### src/vdi_ram.sv
// Generic single write port, single read port RAM with registered read data.
// Standalone; no package dependency.
`default_nettype none

module vdi_ram #(
  parameter int WIDTH = 8,
  parameter int DEPTH = 16
) (
  input  wire logic                                   clk,
  input  wire logic                                   wr_en,
  input  wire logic [((DEPTH > 1) ? $clog2(DEPTH) : 1)-1:0] wr_addr,
  input  wire logic [WIDTH-1:0]                       wr_data,
  input  wire logic                                   rd_en,
  input  wire logic [((DEPTH > 1) ? $clog2(DEPTH) : 1)-1:0] rd_addr,
  output logic      [WIDTH-1:0]                       rd_data
);

  logic [WIDTH-1:0] mem [DEPTH];

  // Write port.
  always_ff @(posedge clk) begin
    if (wr_en) begin
      mem[wr_addr] <= wr_data;
    end
  end

  // Registered read port.
  always_ff @(posedge clk) begin
    if (rd_en) begin
      rd_data <= mem[rd_addr];
    end
  end

endmodule

`default_nettype wire

### config.mk
export PLATFORM = sky130hd
export DESIGN_NAME = vdi_ram
export DESIGN_NICKNAME = d
export VERILOG_FILES = /design/src/vdi_ram.sv
export SDC_FILE = /design/constraint.sdc
export NUM_CORES = 1
export LEC_CHECK = 0
export BUFFER_PORTS_ARGS = -buffer_cell sky130_fd_sc_hd__buf_4
export CORE_ASPECT_RATIO = 0.6
export CORE_MARGIN = 4
export CORE_UTILIZATION = 55
export CTS_BUF_LIST = sky130_fd_sc_hd__clkbuf_4
export DETAILED_ROUTE_END_ITERATION = 8
export HOLD_SLACK_MARGIN = 0.03
export PLACE_DENSITY_LB_ADDON = 0.25
export RECOVER_POWER = 50
export SYNTH_ARGS = -nofsm -noshare
export SYNTH_HDL_FRONTEND = slang
export SYNTH_SLANG_ARGS = --single-unit
### constraint.sdc
create_clock -name clk -period 4.3 [get_ports clk]
set_clock_uncertainty 0.1 [all_clocks]
set_input_delay 0.43 -clock clk [delete_from_list [all_inputs] [get_ports clk]]
set_output_delay 0.43 -clock clk [all_outputs]
set_load 0.01 [all_outputs]
Word level (Yosys, flattened, before mapping)
Memories as Yosys holds them, arrays and structs flattened. A register that Yosys moved wholly into a read port is not among the register bits.
Cells that the tools add are included.
{"block": "word_totals", "mem_bits_rw": 128, "memories": 1, "wordCells": 3, "reg_bits": 0}
{"name": "mem", "depth": 16, "word_bits": 8, "read_ports": 1, "rd_ports_with_merged_regs": 1, "write_ports": 1, "line_no": "18", "source": "logic [WIDTH-1:0] mem [DEPTH];"}
{"block": "op_classes", "muxes": 2}
{"cell": "2-to-1 mux 1 bit", "count": 2}

Depth between registers and ports, before layout
{"block": "logic_depth", "word_depth": 2, "ltp_mapped": 5, "depth_no_buf": 3}

Worst setup path before layout
No wires, ideal clock.
{"block": "synth_path", "path_kind": "input -> register", "startpoint": "input port wr_addr[2] (netlist bit)", "endpoint": "memory mem[0][0], enable pin", "path_buffers": 0, "required_time_ps": 3817, "setup_time_ps": 383, "t_arrival_ps": 1540, "path_stages": 2, "slack_ps": 2277, "cell_sequence": "or3b_2 > nor3_1"}
{"item": "from (decl)", "line_no": "11", "source": "input wire logic [((DEPTH > 1) ? $clog2(DEPTH) : 1)-1:0] wr_addr,"}
{"item": "to (decl)", "line_no": "18"}
No word-level cell before the write port.

Worst setup path after layout
{"block": "layout_path", "startpoint": "input port wr_addr[2] (netlist bit)", "endpoint": "memory mem[0][6], enable pin"}
No word-level cell before the write port.

==> flow_summary.rst <==
.. list-table::
   :header-rows: 1

   * - Metric
     - Value
   * - Run status
     - finished clean
   * - Overall Global Routing Usage
     - 0.186
   * - Sum of overflow across all layers after global routing
     - 0
   * - Number of rows in the core area
     - 27
   * - Global-route wire length before repair
     - 14.8 mm
   * - Seq pwr share
     - 0.606
   * - Required @ worst endpoint
     - 4.34 ns
   * - Length of the first detailed-routing pass in iterations
     - 4
   * - Cells after synthesis
     - 229
   * - Power per cell area
     - 429 nW/µm²
   * - Max Buffers Root-to-Sink
     - 2
   * - Die W
     - 134 µm
   * - Area occupied by registers
     - 4080 µm²
   * - Psw
     - 0.514 mW
   * - Fraction of the yosys area taken by sequential cells
     - 0.781
   * - Seq cells post-synth
     - 136
   * - Syn Area/Cell
     - 22.8 µm²
   * - Portion of total power attributed to combinational logic
     - 0.054
   * - Minimum hold slack
     - 0.294 ns
   * - Distinct cells, synth
     - 18
   * - Footprint of the multi-input gates
     - 1060 µm²
   * - Metal3 WL
     - 998 µm
   * - Gates resized, CTS repair
     - 0
   * - Fin crit share
     - 0.441
   * - Max-slew violations
     - 0
   * - Setup TNS
     - 0 ns
   * - Tmin final
     - 1.90 ns
   * - Clock root buffer
     - sky130_fd_sc_hd__clkbuf_4
   * - Routed met2 length
     - 4.17 mm
   * - Buffers inserted by post-CTS timing repair
     - 0
   * - Number of antenna violations at the first check in global routing
     - 0
   * - Final RePlAce weighted congestion
     - 0.736
   * - DRC viols
     - 0
   * - Type of element launching the critical path
     - primary input
   * - Worst hold path class
     - primary input to register
   * - # IOs
     - 27
   * - Worst endpoint data arrival time
     - 1.94 ns
   * - Clock Latency Late Sink
     - 0.52 ns
   * - Leakage power
     - 1.86 nW
   * - Count of input and output buffers
     - 26
   * - Share of post-route cells with drive strength above 1
     - 0.232
   * - Largest fanout on the critical path
     - 8
   * - Max-cap violations
     - 0
   * - Filler cell count in the final layout
     - 654
   * - DIE AREA
     - 11200 µm²
   * - Setup WS pre-CTS
     - 1.86 ns
   * - Least-Margin Pin Slew
     - 1.13 ns
   * - Category of the most critical setup path
     - primary input to register
   * - Initial core utilization
     - 0.567
   * - Initial detailed-routing violation count
     - 235
   * - Vertical die dimension
     - 83.5 µm
   * - Vias after detailed routing
     - 2382
   * - Count of synthesis-stage warnings from yosys
     - 0
   * - Cts bufs inserted
     - 17
   * - Internal power
     - 1.96 mW
   * - Clk network pwr share
     - 0.340
   * - Uppermost signal routing layer after detailed routing
     - met4
   * - Maximum number of pins on one net before global-route repair
     - 33
   * - CTS H-Tree Depth
     - 4
   * - CTS tree
     - done
   * - Length of routed wiring on met1
     - 4.32 mm
   * - Post-synth design cell area
     - 5230 µm²
   * - Number of clock sinks seen by CTS
     - 136
   * - WL per Instance
     - 23.5 µm
   * - Number of global-route vias before repair
     - 2479
   * - Count of endpoints failing hold in the final timing report
     - 0
   * - Worst Setup Slack, final
     - 2.40 ns
   * - Sw Share
     - 0.208
   * - Post-route core utilization
     - 0.625
   * - Highest ir drop seen on vdd
     - 241 µV
   * - Number of nets with antenna violations after detailed routing
     - 0
   * - Worst slew slack as a fraction of its limit
     - 0.238
   * - Final net count
     - 286
   * - Final routed wirelength across all metal layers
     - 9.64 mm
   * - Achievable Freq
     - 0.527 GHz
   * - Endpoint type of the worst setup path
     - register
   * - Detailed placement HPWL
     - 5.94 mm
   * - Final setup fails
     - 0
   * - Register clock-pin slew on the reported worst setup and hold paths
     - 0.11 ns
   * - Inserted Diodes
     - 0
   * - Setup repair after global routing missed its margin
     - false
   * - Routed via count divided by cell count
     - 5.81
   * - Hold-fix buffers, CTS
     - 0
   * - P&R area growth vs syn
     - 10.2%
   * - Area inside the core boundary
     - 9220 µm²
   * - Post-synthesis net count
     - 248
==> path summary, 6_finish.rpt <==
path / end / cells after the start / slack (ns) / from
worst max-delay path: mem[0][6] / 3 / 2.40 / wr_addr[2]
worst min register to register: rd_data[5] / 3 / 0.66 / mem[11][5]
worst min-delay path: mem[0][7] / 2 / 0.29 / wr_addr[0]
worst max register to register: rd_data[7] / 3 / 2.67 / mem[11][7]
==> flip-flops by register name, indices dropped and copies added (netlist names) <==
signal,flops
mem,128
rd_data,8
==> cell usage in the layout, fill, tap and decap left out, types with 9 or more instances in the layout <==
| master | n |
|---|---|
| sky130_fd_sc_hd__mux4_1 | 14 |
| sky130_fd_sc_hd__nor2_1 | 13 |
| sky130_fd_sc_hd__clkbuf_1 | 11 |
| sky130_fd_sc_hd__nand2_1 | 9 |
| sky130_fd_sc_hd__clkbuf_4 | 20 |
| sky130_fd_sc_hd__edfxtp_1 | 136 |
| sky130_fd_sc_hd__buf_4 | 18 |
| sky130_fd_sc_hd__a22oi_1 | 16 |
| sky130_fd_sc_hd__mux4_2 | 18 |
==> synthesized netlist by cell type, drive strengths merged <==
master           n  area [µm²]
nand2            9        33.8
mux4            32         773
clkdlybuf4s25    3        30.0
and2b            1        7.51
a22oi           16         120
edfxtp         136        4080
or3b             1        8.76
nand3            1        5.00
nand2b           2        12.5
nor3             4        20.0
buf              7        56.3
nor2b            1        6.26
nor2            13        48.8
and2             1        6.26
nand3b           2        15.0
==> metrics by stage <==
step                instances  power [mW]  cell area, µm²
floorplan                 229        1.61            5230
global placement          378        1.66            5520
detailed placement        378        1.67            5520
CTS                       410        2.49            5800
global route              410        2.56            5760
finish                    410        2.47            5760
==> cell type report <==
class,instances,share of cell area
Clock buffer,20,0.0261
Clock inverter,12,0.0230
Multi-Input combinational cell,83,0.183
Sequential cell,136,0.709
Tap cell,130,0.0282
Timing Repair Buffer,29,0.0306
==> worst max-delay path, cell delays in order <==
cell and delay [ns]:
sky130_fd_sc_hd__buf_4 0.12, sky130_fd_sc_hd__or3b_2 0.50, sky130_fd_sc_hd__nor3_1 0.88
==> cell families after synthesis <==
logic type      synth area share
compound gates            0.0230
buf+inv                   0.0165
flops                      0.781
mux                        0.148
simple gates              0.0314
==> metal layers <==
metal	vias up	track usage
met1	1198	0.292
met4	0	0.0738
met2	110	0.247
met3	16	0.0530
met5	-	0
li1	1058	-
==> power groups by stage <==
stage,logic (mW),clock network (mW),registers [mW]
2_1_floorplan,0.0754,0,1.53
3_3_place_gp,0.136,0,1.53
3_5_place_dp,0.138,0,1.53
4_1_cts,0.139,0.856,1.50
5_1_grt,0.144,0.918,1.50
6_report,0.132,0.841,1.50
Power figures use the tool's default switching activity.
