<file path="config.mk">
export PLATFORM = sky130hd
export DESIGN_NAME = vdi_scan
export DESIGN_NICKNAME = d
export VERILOG_FILES = /design/src/vdi_pkg.sv /design/src/vdi_scan.sv
export SDC_FILE = /design/constraint.sdc
export NUM_CORES = 1
export LEC_CHECK = 0
export BUFFER_PORTS_ARGS = -buffer_cell sky130_fd_sc_hd__buf_2
export CAP_MARGIN = 15
export CELL_PAD_IN_SITES_DETAIL_PLACEMENT = 1
export CELL_PAD_IN_SITES_GLOBAL_PLACEMENT = 2
export CORE_AREA = 2 2 211 213
export CTS_CLUSTER_SIZE = 16
export DETAILED_ROUTE_END_ITERATION = 6
export DIE_AREA = 0 0 213 215
export GPL_TIMING_DRIVEN = 0
export HOLD_SLACK_MARGIN = 0.05
export MAX_ROUTING_LAYER = met4
export PLACE_DENSITY_LB_ADDON = 0.1
export SLEW_MARGIN = 15
export SYNTH_ARGS = -nofsm -noshare
export SYNTH_HDL_FRONTEND = slang
export SYNTH_SLANG_ARGS = --single-unit
</file>
<file path="constraint.sdc">
create_clock -name clk -period 2.8 [get_ports clk]
set_input_delay 0.28 -clock clk [delete_from_list [all_inputs] [get_ports clk]]
set_output_delay 0.28 -clock clk [all_outputs]
set_load 0.02 [all_outputs]
</file>
<file path="src/vdi_pkg.sv">
// Package for the vertex deduplication indexer.
// Holds table sizing constants, the sequencer state type and the vdi_scan port structs.
// No dependencies.
`default_nettype none

package vdi_pkg;

  // Table sizing.
  localparam int TABLE_DEPTH = 256;
  localparam int INDEX_W     = (TABLE_DEPTH > 1) ? $clog2(TABLE_DEPTH) : 1;
  localparam int COUNT_W     = INDEX_W + 1;

  // Key and result field widths.
  localparam int WORD_W    = 32;
  localparam int KEY_WORDS = 8;
  localparam int KEY_W     = WORD_W * KEY_WORDS;
  localparam int IDX_OUT_W = 8;

  // Codes of the kind field.
  localparam logic KIND_VERTEX = 1'b0;
  localparam logic KIND_CLEAR  = 1'b1;

  // Sequencer states.
  typedef enum logic [1:0] {
    ST_IDLE,
    ST_SCAN,
    ST_FINISH
  } scan_state_t;

  // One result beat.
  typedef struct packed {
    logic [IDX_OUT_W-1:0] entry_index;
    logic                 is_new;
    logic                 table_full;
  } result_t;

  // Table memory access requests from the sequencer.
  typedef struct packed {
    logic               rd_en;
    logic [INDEX_W-1:0] rd_addr;
    logic               wr_en;
    logic [INDEX_W-1:0] wr_addr;
  } ram_req_t;

  // Low bits of a table index as carried in the result field.
  function automatic logic [IDX_OUT_W-1:0] out_index(input logic [INDEX_W-1:0] idx);
    logic [INDEX_W+IDX_OUT_W-1:0] wide;
    wide = {{IDX_OUT_W{1'b0}}, idx};
    return wide[IDX_OUT_W-1:0];
  endfunction

endpackage

`default_nettype wire

</file>
<file path="src/vdi_scan.sv">
// Vertex deduplication scan sequencer: walks the stored entries one per cycle through
// the shared key comparator, then appends on a miss unless full. Uses vdi_pkg.
`default_nettype none

module vdi_scan (
  input  wire logic                 clk,
  input  wire logic                 rst,
  input  wire logic                 start,
  input  wire logic                 start_kind,
  input  wire logic [vdi_pkg::KEY_W-1:0] key,
  input  wire logic [vdi_pkg::KEY_W-1:0] rd_data,
  input  wire logic                 done_ready,
  output vdi_pkg::ram_req_t         ram_req,
  output logic                      busy,
  output logic                      done,
  output vdi_pkg::result_t          result
);

  import vdi_pkg::*;

  scan_state_t        state, state_next;
  logic [COUNT_W-1:0] count, count_next;
  logic [COUNT_W-1:0] rd_idx, rd_idx_next;
  logic               cmp_valid, cmp_valid_next;
  logic [INDEX_W-1:0] cmp_idx, cmp_idx_next;
  result_t            result_next;

  logic match;
  logic hit;
  logic more;
  logic full;

  // Shared comparator and scan conditions.
  assign match = (rd_data == key);
  assign hit   = cmp_valid && match;
  assign more  = (rd_idx < count);
  assign full  = (count == COUNT_W'(TABLE_DEPTH));

  // Next state.
  always_comb begin
    state_next = state;
    unique case (state)
      ST_IDLE: begin
        if (start) begin
          state_next = (start_kind == KIND_CLEAR) ? ST_FINISH : ST_SCAN;
        end
      end
      ST_SCAN: begin
        if (hit || !more) begin
          state_next = ST_FINISH;
        end
      end
      ST_FINISH: begin
        if (done_ready) begin
          state_next = ST_IDLE;
        end
      end
      default: state_next = ST_IDLE;
    endcase
  end

  // Outputs: memory requests, busy and done.
  always_comb begin
    ram_req         = '0;
    ram_req.rd_addr = rd_idx[INDEX_W-1:0];
    ram_req.wr_addr = count[INDEX_W-1:0];
    busy            = 1'b1;
    done            = 1'b0;
    unique case (state)
      ST_IDLE: begin
        busy = 1'b0;
      end
      ST_SCAN: begin
        ram_req.rd_en = !hit && more;
        ram_req.wr_en = !hit && !more && !full;
      end
      ST_FINISH: begin
        done = done_ready;
      end
      default: busy = 1'b1;
    endcase
  end

  // Datapath next values: counters, compare tag and result.
  always_comb begin
    count_next     = count;
    rd_idx_next    = rd_idx;
    cmp_valid_next = cmp_valid;
    cmp_idx_next   = cmp_idx;
    result_next    = result;
    case (state)
      ST_IDLE: begin
        if (start) begin
          if (start_kind == KIND_CLEAR) begin
            count_next  = '0;
            result_next = '0;
          end else begin
            rd_idx_next    = '0;
            cmp_valid_next = 1'b0;
          end
        end
      end
      ST_SCAN: begin
        if (hit) begin
          result_next             = '0;
          result_next.entry_index = out_index(cmp_idx);
        end else if (more) begin
          cmp_valid_next = 1'b1;
          cmp_idx_next   = rd_idx[INDEX_W-1:0];
          rd_idx_next    = rd_idx + COUNT_W'(1);
        end else if (full) begin
          result_next            = '0;
          result_next.table_full = 1'b1;
        end else begin
          result_next             = '0;
          result_next.entry_index = out_index(count[INDEX_W-1:0]);
          result_next.is_new      = 1'b1;
          count_next              = count + COUNT_W'(1);
        end
      end
      default: begin
        count_next = count;
      end
    endcase
  end

  // Control registers.
  always_ff @(posedge clk) begin
    if (rst) begin
      state     <= ST_IDLE;
      count     <= '0;
      cmp_valid <= 1'b0;
    end else begin
      state     <= state_next;
      count     <= count_next;
      cmp_valid <= cmp_valid_next;
    end
  end

  // Payload registers.
  always_ff @(posedge clk) begin
    rd_idx  <= rd_idx_next;
    cmp_idx <= cmp_idx_next;
    result  <= result_next;
  end

endmodule

`default_nettype wire

</file>
* After elaboration in Yosys (flattened, before gate mapping)
Cells that the tools add are included.
** Storage, ports and cells
- Word-level logic and storage cells :: 72
- Register bits :: 39
** Cells by class
- $add $sub $neg :: 2
- Multiplexer cells :: 31
- Equality and inequality tests :: 14
- Order comparisons :: 1
- Reduce and logical (&&, ||, !) cells :: 15
- Bitwise logic cells :: 1
** Operators by type and width (count)
- equality test 256 bit :: 1
- two-way mux 9 bit :: 9
- two-way mux 10 bit :: 5
- one-hot mux 9 bit (2 select lines) :: 2
- one-hot mux 10 bit (2 select lines) :: 1
- adder 9 x 1 -> 9 bit (second input constant) :: 2
- inequality test 2 bit (second input constant) :: 9
- equality test 9 bit (second input constant) :: 1
- < comparator 9 bit :: 1
- two-way mux 1 bit :: 8
- two-way mux 2 bit :: 4
- one-hot mux 2 bit (3 select lines) :: 1
- AND reduction 3 bit :: 2
- AND reduction 6 bit :: 1
- AND reduction 5 bit :: 1
- logical AND 1 bit :: 4
- AND reduction 4 bit :: 1
- logical NOT 1 bit :: 3
- inequality test 3 bit (second input constant) :: 1
- equality test 2 x 1 -> 1 bit (second input constant) :: 1
- equality test 2 bit (second input constant) :: 1
- logical NOT 2 bit :: 1
- one-hot mux 1 bit (2 select lines) :: 1
- nonzero test 2 bit :: 1
- 2 further kinds :: 2

* Logic depth before layout (Yosys ltp)
- Depth in word-level cells :: 6
- Depth in mapped cells :: 12

* Worst setup path before layout
Ideal clock, no wire load.
- Kind :: input to register
- From :: in key[24] in the netlist's numbering
- To :: reg result[0] in the netlist's numbering, enable pin
- Slack :: 0.090 ns
- Arrival time :: 2.376 ns
- Required time :: 2.466 ns
- Library setup time :: 0.334 ns
- Stages on the path :: 8
- Cells stage by stage :: xor2_1 nor4_1 nand4_1 or4_4 nor4_4 nand4_4 a311o_1 inv_1
** Between the ends
- Longest elaborated chain between the ends :: 4
** Ends and longest elaborated chain
- start: declaration :: RTL line vdi_scan.sv:10 : input wire logic [vdi_pkg::KEY_W-1:0] key,
- equality test 256 bit :: RTL line vdi_scan.sv:34 : assign match = (rd_data == key);
- logical AND 1 bit :: RTL line vdi_scan.sv:35 : assign hit = cmp_valid && match;
- inequality test 3 bit (no source line)
- AND reduction 4 bit (no source line)
- end signal: assignment :: RTL line vdi_scan.sv:144 : result <= result_next;
- end: declaration :: RTL line vdi_scan.sv:16 : output vdi_pkg::result_t result
No other way between the ends.
A chain may end at the register's enable or synchronous reset.

==> flow_summary.yaml <==
power:
  power.total_uw: 2683
  power_density_nw_per_um2: 255.0
  leakagePower_uw: 0.004561
  ir_drop_mv: 0.2314
floorplanning:
  core_um2: 43640
  die_y_um: 215
  start_util: 0.1411
  rows: 77
  die-area_um2: 45800
  dieWidth_um: 213
  io_pins: 547
critical_path:
  critPathKind: "in2out"
  crit_path_max_fanout: 2
  crit_path_start_kind: "input port"
  reg2reg_depth: 10
  startpoint: "key[246]"
  crit_path_end_kind: "output pin"
  r2r_start: "count[4]"
  required_ns: 2.52
  reg2reg_slack_ns: 0.19
  r2r_end: "result[4]"
  critical_path_arrival_ns: 2.51
synthesis:
  ys_seq_elements: 39
  postSynthCellCount: 797
  avgSynthCellArea_um2: 7.724
  synth_ff_type: "edfxtp_1"
  async_flop_share: 0
  syn_nets: 1325
  post_synth_num_cell_types: 61
  yosys_warnings: 0
  synth_edf_count: 27
  syn_area_um2: 6156
  seq_area_frac_synth: 0.1707
drt:
  via_count: 8215
  drt_iter0_markers: 239
  drt-total-wl_mm: 42.56
  via_per_inst: 4.105
  drcViolationCount: 0
  dr.pass1.iters: 4
  post_drt_wl_per_cell_um: 21.27
  ant_nets: 0
flow_run:
  maxCapViolations: 0
finish:
  fin_util: 0.2410
  drive_above_1_share: 0.4780
  final_area_um2: 10520
  syn2layout_area_growth_pct: 70.89
  nets: 1893
global_routing:
  grt_pass1_vias: 9100
  grt_pass1_wl_mm: 59.89
  antenna_found_initial: 43
  grt_overflow_total: 0
  grt_max_degree: 13
  grt_usage: 0.1865
hold_path:
  hp-start: "done_ready"
  hp-class: "in2reg"
  worstHoldPathCells: 4
  hold_end: "state[1]"
clock_tree:
  cts_hold_buffers: 0
  tritoncts: "yes"
  root_buffer: "clkbuf_16"
  cts.sinks: 39
  clk_pin_slew_ns: 0.06
  ctsLongestPathBuffers: 2
  htreeDepth: 2
  cts_buffers: 5
  clk_latency_ns: 0.28
outcome:
  run_status: "finished, final reports clean"
sta:
  finalCritPeriodShare: 0.9973
  slew_headroom: 0.5227
  finalCriticalPeriod_ns: 2.792
  final.setup_skew_ns: 0.003676
  rsz0062_at_grt: "yes"
  finalMaxSlewViolations: 0
  setup_viol: 0
  clock.fmax_ghz: 0.3581
  worstMarginPinSlew_ns: 0.7146
  fin_setup_tns_ns: 0
  hold_viol_final: 0
placed_design:
  place_area_um2: 9629
  dp_hpwl_mm: 39.68
  io_buffers: 546
  gp_congestion: 0.8823
==> timing repair <==
action	4_1_cts	5_1_grt
setup buffers	12	5
setup endpoints to repair	51	46
gates cloned	0	1
resized for setup	52	25
pin swaps	11	12
==> per-layer routing <==
layer  GRT usage  vias up  part of all wire
li1            -     4096                 -
met1      0.2018     3814              0.40
met2      0.3317      280              0.51
met3     0.06035       25             0.080
met4     0.03590        0             0.011
met5           -        -                 0
==> worst max-delay path by stage <==
stage,endpoint,slack [ns],cells after the start
3_5_place_dp,result[1],-1.12,9
2_1_floorplan,result[0],0.09,8
6_report,ram_req[8],0.008,10
5_1_grt,result[4],-0.07,10
4_1_cts,ram_req[8],-0.09,10
3_3_place_gp,result[2],-1.07,9
==> placed cells by master, fill, tap and decap left out, types with 5 or more instances in the layout <==
cell type / n
a21oi_1: 21
and3_1: 5
buf_2: 541
buf_4: 31
clkbuf_1: 7
clkbuf_16: 6
dfxtp_1: 11
diode_2: 43
edfxtp_1: 27
ha_1: 11
inv_1: 43
nand2_1: 45
nand2b_1: 117
nand3_1: 20
nand4_1: 98
nor2_1: 16
nor2b_1: 6
nor3_1: 22
nor4_1: 24
nor4_2: 12
nor4_4: 7
o2111ai_1: 11
o21ai_0: 9
o22ai_1: 8
or4_4: 5
xnor2_1: 109
xnor2_2: 13
xor2_1: 60
==> cell usage after synthesis, types with 2 or more instances <==
cell type	instances	area share
xnor2_1	123	0.17
nand2b_1	121	0.12
nand4_1	98	0.10
xor2_1	61	0.087
nand2_1	45	0.027
inv_1	44	0.027
nor4_1	39	0.040
edfxtp_1	27	0.13
nand3_1	23	0.019
nor3_1	22	0.018
a21oi_1	21	0.017
nor2_1	19	0.012
buf_4	17	0.021
dfxtp_1	12	0.039
ha_1	11	0.022
o2111ai_1	11	0.016
clkbuf_1	10	0.0061
o21ai_0	10	0.0081
o22ai_1	8	0.0081
or4_1	7	0.0085
nor2b_1	6	0.0061
and3_1	5	0.0051
a311o_1	3	0.0049
and4_1	3	0.0043
nand4b_1	3	0.0043
nor4_2	3	0.0061
or3_1	3	0.0030
a2111oi_2	2	0.0049
a31oi_1	2	0.0020
nor3b_1	2	0.0024
o211ai_1	2	0.0024
o31ai_1	2	0.0024
or2_1	2	0.0020
or2_2	2	0.0020
or2b_1	2	0.0024
==> kinds of logic (layout without fill, tap and decap cells) <==
| family | Yosys count | count (layout) | synth area share |
|---|---|---|---|
| adders and majority gates | 11 | 11 | 0.02236 |
| other | 0 | 43 | 0 |
| and+or+nand+nor | 415 | 415 | 0.4041 |
| DFF | 39 | 39 | 0.1707 |
| buffers and inverters | 73 | 642 | 0.05488 |
| xor gates and xnor gates | 184 | 184 | 0.2618 |
| AOI/OAI and AO/OA | 75 | 75 | 0.08618 |
==> state kept, by name, indices dropped and copies added (netlist names) <==
signal     cells
rd_idx         9
cmp_valid      1
result        10
cmp_idx        8
count          9
state          2
==> worst max-delay path, stage by stage <==
cell     delay (ns)
buf_2          0.10
xnor2_1        0.25
nand4_1        0.13
nor3_1         0.33
nand4_1        0.25
or4_4          0.60
nor4_4         0.23
buf_6          0.17
nor2_4         0.03
buf_6          0.14
==> through the flow <==
stage | hold WS [ns] | instances | worst slack, ns
detailed placement | 0.5458 | 1935 | -1.122
finish | 0.2828 | 2001 | 0.007694
floorplan | 0.4533 | 797 | 0.08966
global placement | 0.5384 | 1935 | -1.067
global route | 0.3079 | 1998 | -0.07112
CTS | 0.2809 | 1952 | -0.09471
==> layout make-up <==
cell class                 count  area [um^2]
antenna                       43        107.6
tap                          592        740.7
clock buffer                   6        128.9
clock inverter                 2        60.06
inverter                      46        176.4
multi-input combinational    685         5144
buffer                        24        161.4
sequential                    39         1052
timing repair buffer         564         2949
fill                        5412        33120
==> where the power goes <==
group / switching [uW] / internal [uW]
Clock: 237 / 511
Combinational: 643 / 626
Sequential: 21.3 / 644
Total: 901 / 1780
No activity file was read; power rests on OpenSTA's default activity.
